## config.mk

```make
export PLATFORM = sky130hd
export DESIGN_NAME = serial_rtc_shift_interface
export DESIGN_NICKNAME = d
export VERILOG_FILES = /design/src/rtl/core/srtc_pkg.sv /design/src/rtl/core/serial_rtc_shift_interface.sv /design/src/rtl/core/srtc_cell.sv /design/src/rtl/core/srtc_ctrl.sv
export SDC_FILE = /design/constraint.sdc
export NUM_CORES = 1
export LEC_CHECK = 0
export BUFFER_PORTS_ARGS = -buffer_cell sky130_fd_sc_hd__buf_2
export CORE_ASPECT_RATIO = 0.7
export CORE_MARGIN = 5
export CORE_UTILIZATION = 55
export DETAILED_ROUTE_END_ITERATION = 12
export PLACE_DENSITY = 0.88
export SLEW_MARGIN = 40
export SYNTH_ARGS = -nofsm -noshare
export SYNTH_HDL_FRONTEND = slang
export SYNTH_HIERARCHICAL = 1
export SYNTH_SLANG_ARGS = --single-unit
```

## constraint.sdc

```tcl
create_clock -name clk -period 3.33 [get_ports clk]
set_input_delay 0.1665 -clock clk [delete_from_list [all_inputs] [get_ports clk]]
set_output_delay 0.1665 -clock clk [all_outputs]
set_load 0.1 [all_outputs]
```

## src/rtl/core/srtc_pkg.sv

```systemverilog
// Shared types and constants for the serial clock-calendar shift interface.
// Used by the control unit, the data cells, the top level and the checker.
// No dependencies.
package srtc_pkg;

  // Data register size in bytes; one cell holds one byte
  localparam int DATA_BYTES = 6;
  localparam int DATA_W     = DATA_BYTES * 8;
  localparam int CELL_W     = 8;

  // Calendar value width as it arrives on the request beat
  localparam int TIME_BYTES = 6;
  localparam int TIME_W     = TIME_BYTES * 8;

  localparam int CMD_W = 4;

  // Latched command codes
  localparam logic [CMD_W-1:0] CMD_SHIFT     = 4'd1;
  localparam logic [CMD_W-1:0] CMD_TIME_LOAD = 4'd3;

  // Request beat: one write of the serial lines plus calendar value
  typedef struct packed {
    logic              din;
    logic              clk_req;
    logic              stb;
    logic [TIME_W-1:0] time_value;
  } srtc_req_t;

  // Response beat: output bit and latched command
  typedef struct packed {
    logic             data_out;
    logic [CMD_W-1:0] mode;
  } srtc_rsp_t;

  // Control from the command unit to every data cell
  typedef struct packed {
    logic shift;  // shift the cell row right by one bit
    logic load;   // load the calendar value
    logic feed;   // bit entering the top cell
  } srtc_cell_ctl_t;

endpackage

```

## src/rtl/core/serial_rtc_shift_interface.sv

```systemverilog
// Serial clock-calendar shift interface, top level.
// A response beat is registered into the output buffer when its request beat is taken.
// Throughput: one beat per cycle while the buffer is not full; the state update is a single shift or load.
// A two-entry output buffer keeps taking requests while one response waits.
// Reset (synchronous, active high) clears the cells, the command unit and the buffer count, emptying the buffer.
module serial_rtc_shift_interface (
  input  logic                 clk,
  input  logic                 rst,
  input  logic                 req_valid,
  output logic                 req_stall,
  input  srtc_pkg::srtc_req_t  req,
  output logic                 rsp_valid,
  input  logic                 rsp_stall,
  output srtc_pkg::srtc_rsp_t  rsp
);
  import srtc_pkg::*;

  logic           push;
  logic           pop;
  srtc_cell_ctl_t ctl;
  srtc_rsp_t      result;
  srtc_rsp_t      head;
  srtc_rsp_t      tail;
  logic [1:0]     cnt;
  logic [1:0]     cnt_next;
  logic [DATA_BYTES:0] chain;
  logic [DATA_BYTES-1:0] lsb_next;

  assign push = req_valid & ~req_stall;
  assign pop  = rsp_valid & ~rsp_stall;

  srtc_ctrl u_ctrl (
    .clk      (clk),
    .rst      (rst),
    .push     (push),
    .req      (req),
    .lsb_next (lsb_next[0]),
    .ctl      (ctl),
    .result   (result)
  );

  // Row of byte cells; the top cell takes the bit leaving the command shifter
  assign chain[DATA_BYTES] = ctl.feed;

  for (genvar i = 0; i < DATA_BYTES; i++) begin : g_cell
    logic [CELL_W-1:0] load_byte;
    if (i < TIME_BYTES) begin : g_time
      assign load_byte = req.time_value[i*CELL_W +: CELL_W];
    end else begin : g_zero
      assign load_byte = '0;
    end
    srtc_cell u_cell (
      .clk       (clk),
      .rst       (rst),
      .ctl       (ctl),
      .shift_in  (chain[i+1]),
      .load_byte (load_byte),
      .shift_out (chain[i]),
      .lsb_next  (lsb_next[i])
    );
  end

  // Two-entry response buffer
  always_comb begin
    unique case ({push, pop})
      2'b10:   cnt_next = cnt + 2'd1;
      2'b01:   cnt_next = cnt - 2'd1;
      default: cnt_next = cnt;
    endcase
  end

  always_ff @(posedge clk) begin
    if (rst) begin
      cnt <= '0;
    end else begin
      cnt <= cnt_next;
    end
  end

  // Move payload: head drains first, tail holds the second beat
  always_ff @(posedge clk) begin
    priority if (pop && cnt == 2'd2) begin
      head <= tail;
    end else if (pop && push) begin
      head <= result;
    end else if (!pop && push && cnt == 2'd0) begin
      head <= result;
    end else if (!pop && push) begin
      tail <= result;
    end else begin
      // hold both entries
      head <= head;
    end
  end

  assign req_stall = cnt[1];
  assign rsp_valid = |cnt;
  assign rsp       = head;

endmodule

```

## src/rtl/core/srtc_cell.sv

```systemverilog
// One byte cell of the data shift register row.
// Shifts right, taking its top bit from the neighbor above, or loads a byte.
// Depends on srtc_pkg.
module srtc_cell (
  input  logic                            clk,
  input  logic                            rst,
  input  srtc_pkg::srtc_cell_ctl_t        ctl,
  input  logic                            shift_in,
  input  logic [srtc_pkg::CELL_W-1:0]     load_byte,
  output logic                            shift_out,
  output logic                            lsb_next
);
  import srtc_pkg::*;

  logic [CELL_W-1:0] q;
  logic [CELL_W-1:0] q_next;

  // Pick load over shift: the strobe acts after the clock edge
  always_comb begin
    priority if (ctl.load) begin
      q_next = load_byte;
    end else if (ctl.shift) begin
      q_next = {shift_in, q[CELL_W-1:1]};
    end else begin
      q_next = q;
    end
  end

  always_ff @(posedge clk) begin
    if (rst) begin
      q <= '0;
    end else begin
      q <= q_next;
    end
  end

  // Hand the low bit to the lower neighbor; report the post-shift low bit
  assign shift_out = q[0];
  assign lsb_next  = ctl.shift ? q[1] : q[0];

endmodule

```

## src/rtl/core/srtc_ctrl.sv

```systemverilog
// Command unit: edge detection, command shifter, latched mode, output bit.
// Drives the cell row and builds the response for each accepted beat.
// Depends on srtc_pkg.
module srtc_ctrl (
  input  logic                      clk,
  input  logic                      rst,
  input  logic                      push,
  input  srtc_pkg::srtc_req_t       req,
  input  logic                      lsb_next,
  output srtc_pkg::srtc_cell_ctl_t  ctl,
  output srtc_pkg::srtc_rsp_t       result
);
  import srtc_pkg::*;

  logic [CMD_W-1:0] cmd;
  logic [CMD_W-1:0] cmd_next;
  logic [CMD_W-1:0] mode;
  logic [CMD_W-1:0] mode_next;
  logic             out_bit;
  logic             out_bit_next;
  logic             last_din;
  logic             last_clk;
  logic             last_stb;
  logic             clk_rise;
  logic             stb_rise;
  logic             refresh;

  // Decode edges and the actions they cause
  always_comb begin
    clk_rise  = push & req.clk_req & ~last_clk;
    stb_rise  = push & req.stb & ~last_stb;
    cmd_next  = clk_rise ? {last_din, cmd[CMD_W-1:1]} : cmd;
    mode_next = stb_rise ? cmd_next : mode;
    ctl.shift = clk_rise & (mode == CMD_SHIFT);
    ctl.feed  = cmd[0];
    ctl.load  = stb_rise & (cmd_next == CMD_TIME_LOAD);
    refresh   = stb_rise & (cmd_next == CMD_SHIFT);
    out_bit_next = (ctl.shift | refresh) ? lsb_next : out_bit;
  end

  // Advance state on each accepted beat
  always_ff @(posedge clk) begin
    if (rst) begin
      cmd      <= '0;
      mode     <= '0;
      out_bit  <= 1'b0;
      last_din <= 1'b0;
      last_clk <= 1'b0;
      last_stb <= 1'b0;
    end else if (push) begin
      cmd      <= cmd_next;
      mode     <= mode_next;
      out_bit  <= out_bit_next;
      last_din <= req.din;
      last_clk <= req.clk_req;
      last_stb <= req.stb;
    end
  end

  assign result.data_out = out_bit_next;
  assign result.mode     = mode_next;

endmodule

```

# Word level (Yosys, flattened, before mapping)
# Index checks and enable logic that the tools add are counted.
dict set report classes {
  n_eq_ne 6
  addsub 2
  n_reduce_logical 11
  muxes 20
  n_bitwise 17
}
# op count
set ops {}
lappend ops {{$mux 8} 12}
lappend ops {{$mux 5} 3}
lappend ops {{$and 1x1->1} 9}
lappend ops {{$eq 4x1->1 const B} 2}
lappend ops {{$mux 4} 2}
lappend ops {{$not 1->1} 7}
lappend ops {{$eq 2x2->1 const B} 2}
lappend ops {{$eq 4x2->1 const B} 1}
lappend ops {{$logic_and 1x1->1} 4}
lappend ops {{$pmux 2 s2} 1}
lappend ops {{$reduce_and 4->1} 1}
lappend ops {{$reduce_bool 2->1} 2}
lappend ops {{$reduce_bool 3->1} 1}
lappend ops {{$add 2x1->2 const B} 1}
lappend ops {{$eq 2x1->1 const B} 1}
lappend ops {{$logic_not 2->1} 1}
lappend ops {{$mux 1} 2}
lappend ops {{$reduce_or 2->1} 1}
lappend ops {{$sub 2x1->2 const B} 1}
lappend ops {{$logic_not 1->1} 1}
lappend ops {{$or 1x1->1} 1}
dict set report totals {
  out_inout_bits 7
  elab_cells 73
  in_bits 55
  regBits 72
}

# Longest topological paths before layout
# Gate-level depths: netlist of the first run.
dict set report logic_depth {
  depth_word 12
  ltp_mapped 11
  depth_no_buf 9
}

# By module
# Netlist of the first run, hierarchy kept.
# module seq_area_each_um2 n_inst area_each_um2 cells_per_inst
set modules_own_cells {}
lappend modules_own_cells {srtc_cell 160.2 6 380.4 36}
lappend modules_own_cells {srtc_ctrl 240.2 1 605.6 66}
lappend modules_own_cells {serial_rtc_shift_interface 340.3 1 563.0 41}

# Worst setup path before layout of the first run
# Ideal clock, no wire load.
dict set report synth_timing {
  path_kind {register to register}
  startpoint {reg cnt[1]}
  endpoint {reg head (netlist bit rsp[4]) (data pin)}
  required_time_ns 3.070
  setup_time_ns 0.260
  arrival_ns 3.047
  path_stages_with_launch 11
  setup_slack_ns 0.023
  synth_period_minus_slack_ns 3.307
  path_buffers 3
  cell_sequence {dfxtp_1 nor2b_1 buf_6 nand3b_4 or4_4 clkinv_2 buf_6 mux2_4 mux2_1 buf_4 mux2_2}
}
# element line
set synth_lines {}
lappend synth_lines {{start: declaration} serial_rtc_shift_interface.sv:24} ;# logic [1:0] cnt;
lappend synth_lines {{start signal: assignment} serial_rtc_shift_interface.sv:76} ;# cnt <= cnt_next;
lappend synth_lines {{end signal: assignment} serial_rtc_shift_interface.sv:83} ;# head <= tail;
lappend synth_lines {{end signal: assignment} serial_rtc_shift_interface.sv:85} ;# head <= result;
lappend synth_lines {{end signal: assignment} serial_rtc_shift_interface.sv:87} ;# head <= result;
lappend synth_lines {{end: declaration} serial_rtc_shift_interface.sv:22} ;# srtc_rsp_t head;

==> impl_metrics.py, run 1 <==
metrics = {
    "clock_network": {
        "ctsHtreeMaxLevel": 3,
        "post_cts_resized": 0,
        "post_cts_buffers": 0,
        "clock-sinks": 72,
        "cts_buffers": 9,
        "cts-root-buf": "clkbuf_8",
        "clkSlewWorstSetupHoldPaths_ps": 70,
        "ctsHoldBuffers": 0,
        "cts_tree": "done",
        "clock_latency_ps": 340,
        "clock_path_buffers": 2,
    },
    "synth": {
        "seq_area_frac_synth_pct": 44.67,
        "avgSynthCellArea_um2": 10.68,
        "synth_edf_count": 10,
        "synthesis.area_um2": 3451,
        "yosysWarnings": 6,
        "synth_cells": 323,
        "yosysUniqueCellTypes": 40,
        "synthArstFlopShare_pct": 0,
        "synth_flop_cell": "dfxtp_1",
        "syn_nets": 380,
        "ys_ff_latch": 72,
    },
    "route": {
        "drt_iter0_drc": 103,
        "first_pass_iters": 4,
        "wire_per_inst_um": 15.60,
        "vias": 2541,
        "viasPerCell": 5.465,
        "drt_wl_total_um": 7253,
        "ant_nets": 0,
        "post-route-drc-count": 0,
    },
    "job": {
        "drv_cap": 0,
    },
    "critical_path": {
        "rr_worst_depth": 8,
        "path_max_fanout": 18,
        "crit_required_ps": 3420,
        "cp.arrival_ps": 2820,
        "critPathCaptureType": "flop",
        "r2r_setup_slack_ps": 600,
        "r2r-start": "cnt[1]",
        "cp_cell_sequence": "nor2b_1, nand3b_4, or4_4, clkinv_2, buf_4, a31oi_1, mux2_1, mux2_2",
        "path_class": "reg2reg",
        "worstReg2RegEnd": "rsp[4]",
        "cpPeakStageDelay_ps": 540,
        "start_kind": "flop",
        "cp_top_family": "simple AND/OR/NAND/NOR gates",
        "cp_num_buf_inv": 2,
        "critPathSlowestCell": "or4_4",
    },
    "pwr": {
        "vdd_drop_max_mv": 0.4125,
        "finalPower_mw": 2.386,
        "power.density_nw_per_um2": 601.7,
        "cellLeakagePower_nw": 1.554,
    },
    "layout": {
        "utilization_pct": 64.43,
        "postLayoutCellArea_um2": 3966,
        "final_common_cell": "dfxtp_1",
        "antenna_cells": 0,
        "final_layout_size_suffix_gt1_share_pct": 25.84,
        "final_nets": 440,
        "final_cell_mix": "dfxtp_1, buf_2, nor2b_1, mux2i_1, a211oi_1",
        "stdcell_count": 465,
        "area_delta_synth_final_pct": 14.94,
    },
    "sta": {
        "rsz0062_at_grt": "false",
        "relSlewSlack_pct": 57.25,
        "max_freq_mhz": 366.9,
        "slew_viol_final": 0,
        "period_needed_ps": 2725,
        "timing.hold.ws_ps": 104.9,
        "finalSetupTns_ps": 0,
        "setup_viol": 0,
        "min_period_over_period_pct": 81.84,
        "finClkSkew_ps": 9.973,
        "max_slew.worst_pin.slew_ps": 641.2,
        "finalHoldViolations": 0,
        "setup_slack_ps": 604.8,
    },
    "hold_path": {
        "min_from": "req[50]",
        "min_to": "u_ctrl/last_din",
        "hold-path-cell-count": 3,
        "min_path_type": "in2reg",
    },
    "global_route": {
        "overflow": 0,
        "grt_use_total_pct": 18.79,
        "grt_first_pass_wirelength_um": 12380,
        "antenna_found_initial": 0,
        "grt_max_degree": 38,
        "grt_pass1_vias": 2627,
    },
    "placement": {
        "placed_cells": 450,
        "gp_congestion": 0.8809,
        "io_buffers": 61,
        "place_area_um2": 3764,
        "dpl.hpwl_um": 5060,
        "post-place-ws_ps": 634.4,
    },
    "floorplan": {
        "initial_core_util_pct": 56.06,
        "boundaryPins": 62,
        "dieArea_um2": 7984,
        "coreArea_um2": 6156,
        "die_y_um": 76.27,
        "die_x_um": 104.7,
        "num_rows": 24,
    },
    "run_status": {
        "outcome": "finished, final reports clean",
    },
}
==> Yosys cell counts (2+ instances only) <==
cell / n / share of area, %
mux2_2: 5 / 1.6
edfxtp_1: 10 / 8.7
buf_1: 7 / 0.76
o22ai_1: 2 / 0.36
o21ai_0: 3 / 0.43
mux2i_1: 48 / 14
inv_1: 15 / 1.6
and3b_2: 2 / 0.58
nor2_1: 15 / 1.6
nand2_1: 3 / 0.33
buf_4: 2 / 0.43
ha_1: 2 / 0.73
mux2_4: 6 / 2.6
nor2b_1: 48 / 8.7
a211oi_1: 42 / 9.1
o211a_1: 6 / 1.7
nand2b_1: 11 / 2.0
dfxtp_1: 62 / 36
a21oi_1: 6 / 0.87
buf_6: 8 / 2.6
==> registers in the layout (all words and copies together), names as in the netlist <==
name and cells:
u_ctrl/last_stb 1, rsp 5, u_ctrl/last_clk 1, u_ctrl/out_bit 1, u_ctrl/cmd 4, tail 5
g_cell.u_cell/q 48, u_ctrl/last_din 1, cnt 2, u_ctrl/mode 4
==> where the power goes <==
| part | internal, mW | switching, mW | total [mW] |
|---|---|---|---|
| combinational | 0.169 | 0.509 | 0.678 |
| sequential | 0.967 | 0.0476 | 1.01 |
| clock | 0.385 | 0.309 | 0.694 |
==> worst max path at each step <==
stage                start      to  slack (ps)  cells past startpoint
floorplan           cnt[1]  rsp[4]          20                     10
global placement    cnt[1]  rsp[4]         760                      8
detailed placement  cnt[1]  rsp[4]         630                      8
CTS                 cnt[1]  rsp[4]         620                      8
global route        cnt[1]  rsp[4]         510                      8
finish              cnt[1]  rsp[4]         600                      8
==> area by class of cell <==
type	instances	area, um2
clock buffer	10	148.9
multi-input combinational	217	1713
clock inverter	5	53.80
timing repair buffer	67	350.3
tap	78	97.59
inverter	16	61.31
fill	477	2190
sequential	72	1541
==> layer usage <==
metal / share of wire [%] / wire, um / global-route usage [%] / up-vias
li1: - / - / - / 1274
met1: 47 / 3381 / 24.46 / 1191
met2: 46 / 3336 / 30.15 / 65
met3: 5.9 / 427 / 6.435 / 11
met4: 1.5 / 108 / 4.470 / 0
met5: 0 / 0 / 0 / -
==> worst reg2reg max path: cells and delay by family (launching register included) <==
| kind | cells | cell delay (ps) |
|---|---|---|
| compound gates | 1 | 110 |
| buf+inv | 2 | 390 |
| flops | 1 | 380 |
| mux | 2 | 630 |
| simple gates | 3 | 960 |
==> cell families after synthesis <==
kind of cell / share of synthesized area [%]
compound gates: 13.85
xor+xnor: 0.5077
fa+ha+maj: 0.7250
buf+inv: 5.692
flops: 44.67
mux: 18.49
simple gates: 16.06
(Power assumes the default switching activity.)
==> run 2: changes to the inputs <==
ABC_AREA = 1   (was default)
PLACE_DENSITY = 0.87   (was 0.88)
clock period = 2.6 ns   (was 3.33 ns; I/O delays follow)
==> run 2 against run 1 <==
Net effect:
- sequential cell count unchanged
- fmax grew 30%
- clock skew barely moved
- power rose by 25%
- die area increased by 7.4%
- via count increased by 33%
- hold slack got worse by 60 ps
- clock power up 25%
- register-to-register slack worse by 99 ps
- routed wire length up 7.4%
- highest routed layer unchanged
==> impl_metrics.py, run 2 <==
metrics = {
    "hold_path": {
        "hold-path-cell-count": 3,
        "min_path_type": "in2reg",
        "min_from": "req[50]",
        "min_to": "u_ctrl/last_din",
    },
    "critical_path": {
        "cp-startpoint": "cnt[1]",
        "crit_top_cell": "inv_2",
        "r2r-start": "cnt[1]",
        "worstReg2RegEnd": "g_cell[3].u_cell/q[0]",
        "cp_top_family": "buffers and inverters",
        "start_kind": "flop",
        "rr_worst_depth": 13,
        "critPathSlowestCell": "buf_4",
        "cp.arrival_ps": 2340,
        "cpPeakStageDelay_ps": 430,
        "r2r_setup_slack_ps": 510,
        "critPathCaptureType": "flop",
        "path_max_fanout": 34,
        "cp_num_buf_inv": 6,
        "crit_required_ps": 2840,
        "path_class": "reg2reg",
        "cp_cell_sequence": "inv_2, nand2_2, inv_2, nand2_1, nor2_2, nand4_1, inv_2, buf_4, inv_1, nand2_1, nand2_2, o21ai_1, inv_1",
    },
    "route": {
        "wire_per_inst_um": 11.07,
        "viasPerCell": 4.801,
        "drt_wl_total_um": 7792,
        "post-route-drc-count": 0,
        "drt_iter0_drc": 155,
        "ant_nets": 0,
        "vias": 3380,
        "first_pass_iters": 4,
    },
    "layout": {
        "postLayoutCellArea_um2": 4259,
        "final_cell_mix": "nand2_1, inv_1, dfxtp_1, buf_2, nand3_1",
        "seqCellArea_um2": 1543,
        "final_nets": 662,
        "top_register": "g_cell.u_cell/q",
        "utilization_pct": 63.63,
        "final_common_cell": "nand2_1",
        "final_layout_size_suffix_gt1_share_pct": 19.84,
        "largest_reg_flops": 48,
        "antenna_cells": 0,
        "multi_input_area_um2": 1673,
        "fill_cells": 622,
        "area_delta_synth_final_pct": 13.88,
    },
    "pwr": {
        "power.internal_mw": 1.909,
        "power_frac_comb_pct": 27.3,
        "cellLeakagePower_nw": 2.228,
        "share_seq_of_total_power_pct": 43.7,
        "switching_share_pct": 35.86,
        "power.density_nw_per_um2": 698.7,
        "pwr-share-clk_pct": 29.1,
        "finalPower_mw": 2.976,
        "vdd_drop_max_mv": 0.4295,
        "switchingPower_mw": 1.067,
    },
    "synth": {
        "yosysMostFrequentCell": "nand2_1",
        "avgSynthCellArea_um2": 6.875,
        "ys_ff_latch": 72,
        "syn_nets": 601,
        "yosys-top-cells-area": "dfxtp_1, nand2_1, inv_1",
        "synthArstFlopShare_pct": 0,
        "synthesis.area_um2": 3740,
        "synth_flop_cell": "dfxtp_1",
        "synth_cells": 544,
        "synth_top_cell_by_area": "dfxtp_1",
        "seq_area_frac_synth_pct": 41.22,
        "yosysUniqueCellTypes": 23,
        "synth_top_area_share_pct": 33.19,
        "synth_edf_count": 10,
        "yosysWarnings": 6,
        "synthTopCellsByCount": "nand2_1, inv_1, dfxtp_1, nand3_1, a21oi_1",
    },
    "floorplan": {
        "boundaryPins": 62,
        "coreArea_um2": 6694,
        "dieArea_um2": 8575,
        "initial_core_util_pct": 55.87,
        "num_rows": 25,
        "die_y_um": 78.99,
        "die_x_um": 108.6,
    },
    "global_route": {
        "grt_pass1_vias": 3137,
        "antenna_found_initial": 0,
        "overflow": 0,
        "grt_use_total_pct": 19.43,
        "grt_max_degree": 45,
        "grt_first_pass_wirelength_um": 13510,
    },
    "clock_network": {
        "ctsHtreeMaxLevel": 3,
        "post_cts_resized": 0,
        "cts_buffers": 9,
        "clock_latency_ps": 340,
        "cts-root-buf": "clkbuf_8",
        "cts_tree": "done",
        "post_cts_buffers": 0,
        "ctsHoldBuffers": 0,
        "clkSlewWorstSetupHoldPaths_ps": 70,
        "clock_path_buffers": 2,
        "clock-sinks": 72,
    },
    "placement": {
        "io_buffers": 61,
        "gp_congestion": 0.8723,
        "dpl.hpwl_um": 5637,
        "place_area_um2": 4065,
    },
    "run_status": {
        "outcome": "finished, final reports clean",
    },
    "sta": {
        "max_slew.worst_pin.slew_ps": 483.1,
        "period_needed_ps": 2095,
        "setup_viol": 0,
        "rsz0062_at_grt": "false",
        "finClkSkew_ps": 10.08,
        "slew_viol_final": 0,
        "max_freq_mhz": 477.4,
        "finalHoldViolations": 0,
        "finalSetupTns_ps": 0,
        "min_period_over_period_pct": 80.56,
        "relSlewSlack_pct": 67.79,
    },
    "job": {
        "drv_cap": 0,
    },
}
run 2: cell types whose count changed in the layout (fill, tap and decap cells not counted), sizes merged, moves of 23 or more:
| cell | change |
|---|---|
| nand3 | +43 |
| nor2b | -48 |
| inv | +81 |
| a211oi | -42 |
| a21oi | +23 |
| mux2i | -48 |
| nand2 | +225 |
run 2: layer usage:
metal	global-route usage, %	wire [um]	vias to the layer above
li1	-	-	1763
met1	25.23	3480	1484
met2	31.26	3623	120
met3	5.849	577	13
met4	5.801	110	0
met5	0	0	-
run 2: cell type report:
cell class	instances	area share (%)
Multi-Input combinational cell	359	39.28
Sequential cell	72	36.22
Timing Repair Buffer	66	8.696
Inverter	97	8.549
Clock buffer	14	3.584
Tap cell	94	2.761
Clock inverter	2	0.9107
run 2: cells by family after synthesis:
group	after synthesis	share of synthesized area, %
AND/OR/NAND/NOR	312	37.24
AO/OA/AOI/OAI	45	6.624
adder cells (fa/ha/maj)	2	0.6690
flip-flops	72	41.22
buffers and inverters	113	14.25
run 2: worst min-delay path, delay by kind of cell:
kind	cells	cell delay, ps
AND/OR/NAND/NOR	1	50
buffers and inverters	1	100
AO/OA/AOI/OAI	1	60
run 2: stage by stage:
stage	setup slack, ps	instances	hold WS [ps]
2_1_floorplan	62.31	544	199.1
3_3_place_gp	622.9	688	402.2
3_5_place_dp	512.4	688	407.1
4_1_cts	504.4	704	32.83
5_1_grt	273.8	704	65.76
6_report	505.3	704	45.37
run 2: how the worst max path moves through the flow:
stage	end	depth (start not counted)
2_1_floorplan	tail[0]	7
3_3_place_gp	g_cell[0].u_cell/q[0]	14
3_5_place_dp	g_cell[2].u_cell/q[0]	14
4_1_cts	g_cell[2].u_cell/q[0]	14
5_1_grt	g_cell[3].u_cell/q[0]	13
6_report	g_cell[3].u_cell/q[0]	13
run 2: power groups by stage:
stage | clock network [mW] | logic [mW] | registers, mW
final | 0.866 | 0.811 | 1.30
after global routing | 0.933 | 0.881 | 1.31
after CTS | 0.891 | 0.815 | 1.30
after detailed placement | 0 | 0.812 | 1.32
after global placement | 0 | 0.792 | 1.32
after floorplan | 0 | 0.390 | 1.59
==> run 3: changes to the inputs <==
ABC_AREA = 0   (was 1)
CORE_UTILIZATION = 50   (was 55)
PLACE_DENSITY = 0.85   (was 0.87)
clock period = 1.9 ns   (was 2.6 ns; I/O delays follow)
==> run 3 against run 2 <==
Net effect:
- the run now ends with setup timing left
- critical path depth shrank 6
- critical path type unchanged
- count of clock-buffer cells in the layout shrank 5
- largest cell class unchanged
- cell count shrank 25%
==> impl_metrics.py, run 3 (synthesis gave the netlist of run 1 again) <==
metrics = {
    "hold_path": {
        "hold-path-cell-count": 3,
        "min_from": "req[48]",
        "min_to": "u_ctrl/last_stb",
        "min_path_type": "in2reg",
    },
    "floorplan": {
        "coreArea_um2": 6725,
        "num_rows": 25,
        "die_x_um": 109.3,
        "die_y_um": 79.51,
        "boundaryPins": 62,
        "initial_core_util_pct": 51.31,
        "dieArea_um2": 8690,
    },
    "critical_path": {
        "rr_worst_depth": 7,
        "r2r-start": "cnt[1]",
        "path_max_fanout": 3,
        "path_class": "reg2reg",
        "crit_required_ps": 2010,
        "start_kind": "flop",
        "critPathCaptureType": "flop",
        "worstReg2RegEnd": "rsp[4]",
        "cp.arrival_ps": 2410,
        "r2r_setup_slack_ps": -400,
    },
    "route": {
        "drt_iter0_drc": 163,
        "ant_nets": 0,
        "wire_per_inst_um": 20.42,
        "first_pass_iters": 5,
        "drt_wl_total_um": 10740,
        "post-route-drc-count": 0,
        "vias": 2949,
        "viasPerCell": 5.606,
    },
    "placement": {
        "gp_congestion": 0.8353,
        "place_area_um2": 3936,
        "io_buffers": 61,
        "placed_cells": 476,
        "dpl.hpwl_um": 4721,
    },
    "clock_network": {
        "clock-sinks": 72,
        "clock_latency_ps": 360,
        "cts_buffers": 9,
        "cts-root-buf": "clkbuf_8",
        "cts_tree": "done",
        "ctsHtreeMaxLevel": 3,
        "clkSlewWorstSetupHoldPaths_ps": 70,
        "clock_path_buffers": 2,
    },
    "pwr": {
        "vdd_drop_max_mv": 0.9013,
        "power.internal_mw": 3.271,
        "pwr-share-clk_pct": 34.7,
        "power.density_nw_per_um2": 945.7,
        "switching_share_pct": 34.08,
        "power_frac_comb_pct": 30.0,
        "switchingPower_mw": 1.691,
        "cellLeakagePower_nw": 1.955,
        "share_seq_of_total_power_pct": 35.3,
    },
    "sta": {
        "relSlewSlack_pct": 43.93,
        "finalSetupTns_ps": -16370,
        "timing.hold.ws_ps": 6.369,
        "max_slew.worst_pin.slew_ps": 841.0,
        "slew_viol_final": 0,
        "min_period_over_period_pct": 121.1,
        "rsz0062_at_grt": "true",
        "setup_slack_ps": -400.8,
        "max_freq_mhz": 434.6,
        "setup_viol": 54,
        "period_needed_ps": 2301,
        "finClkSkew_ps": 10.75,
        "finalHoldViolations": 0,
    },
    "layout": {
        "top_register": "g_cell.u_cell/q",
        "final_cell_mix": "dfxtp_1, buf_2, mux2i_1, nor2b_4, a211oi_2",
        "final_nets": 484,
        "postLayoutCellArea_um2": 5246,
        "stdcell_count": 526,
        "antenna_cells": 0,
        "fill_cells": 376,
        "final_layout_size_suffix_gt1_share_pct": 55.32,
        "area_delta_synth_final_pct": 52.03,
        "largest_reg_flops": 48,
    },
    "global_route": {
        "grt_first_pass_wirelength_um": 14830,
        "overflow": 0,
        "grt_pass1_vias": 3026,
        "grt_use_total_pct": 22.41,
        "antenna_found_initial": 0,
        "grt_max_degree": 34,
    },
    "run_status": {
        "violations": "setup timing",
        "outcome": "finished, violations left",
    },
    "job": {
        "drv_cap": 0,
    },
}
-- run 3: worst max-delay path: stages (launching register included) --
cell      delay (ps)
dfxtp_4          360
nor2b_4          150
nand3b_4          90
or4_4            520
clkinv_4          80
mux2_4           310
mux2_4           280
mux2_2           270
-- run 3: power by group through the flow --
| stage | logic (mW) | clock network (mW) | registers [mW] |
|---|---|---|---|
| CTS | 1.38 | 1.71 | 1.74 |
| finish | 1.49 | 1.72 | 1.75 |
| floorplan | 0.582 | 0 | 2.26 |
| global route | 1.55 | 1.81 | 1.76 |
| detailed placement | 1.30 | 0 | 1.78 |
| global placement | 1.27 | 0 | 1.77 |
-- run 3: final cells by class --
cell class                 instances  area, um2  area share (%)
sequential                        72       1545           29.45
tap                               94      117.6           2.242
clock inverter                     7      157.7           3.005
timing repair buffer             111      947.2           18.05
multi-input combinational        217       2275           43.36
clock buffer                       9      123.9           2.361
inverter                          16      80.08           1.526
-- run 3: how the worst max path moves through the flow --
stage,start,end,slack [ps],depth (start not counted)
detailed placement,cnt[1],rsp[4],-250,7
finish,cnt[1],rsp[4],-400,7
CTS,cnt[1],rsp[4],-250,7
global placement,cnt[1],rsp[4],-230,7
floorplan,cnt[1],rsp[4],-830,10
global route,cnt[1],rsp[4],-450,7
-- run 3: metal layers --
layer / vias to the layer above / global-route usage (%) / wire length [um]
li1: 1371 / - / -
met5: - / 0 / 0
met4: 0 / 8.219 / 297
met3: 28 / 7.033 / 512
met1: 1450 / 26.45 / 4512
met2: 100 / 38.24 / 5422
-- run 3: repair_timing --
action                                  CTS  global route
endpoints found under the setup margin   51            54
hold buffers                              1             0
gates resized for setup                  74            61
hold endpoints to repair                  1             0
gates cloned                              6             2
buffers inserted                         18            12
pin swaps                                 2             8
-- run 3: stage by stage --
stage          setup slack [ps]  total power, mW  util, %
6_report                 -400.8            4.962    78.01
5_1_grt                  -453.5            5.127    78.01
4_1_cts                  -253.5            4.833    72.76
3_5_place_dp             -252.4            3.072    58.53
3_3_place_gp             -226.8            3.047    58.53
2_1_floorplan            -826.7            2.839        -
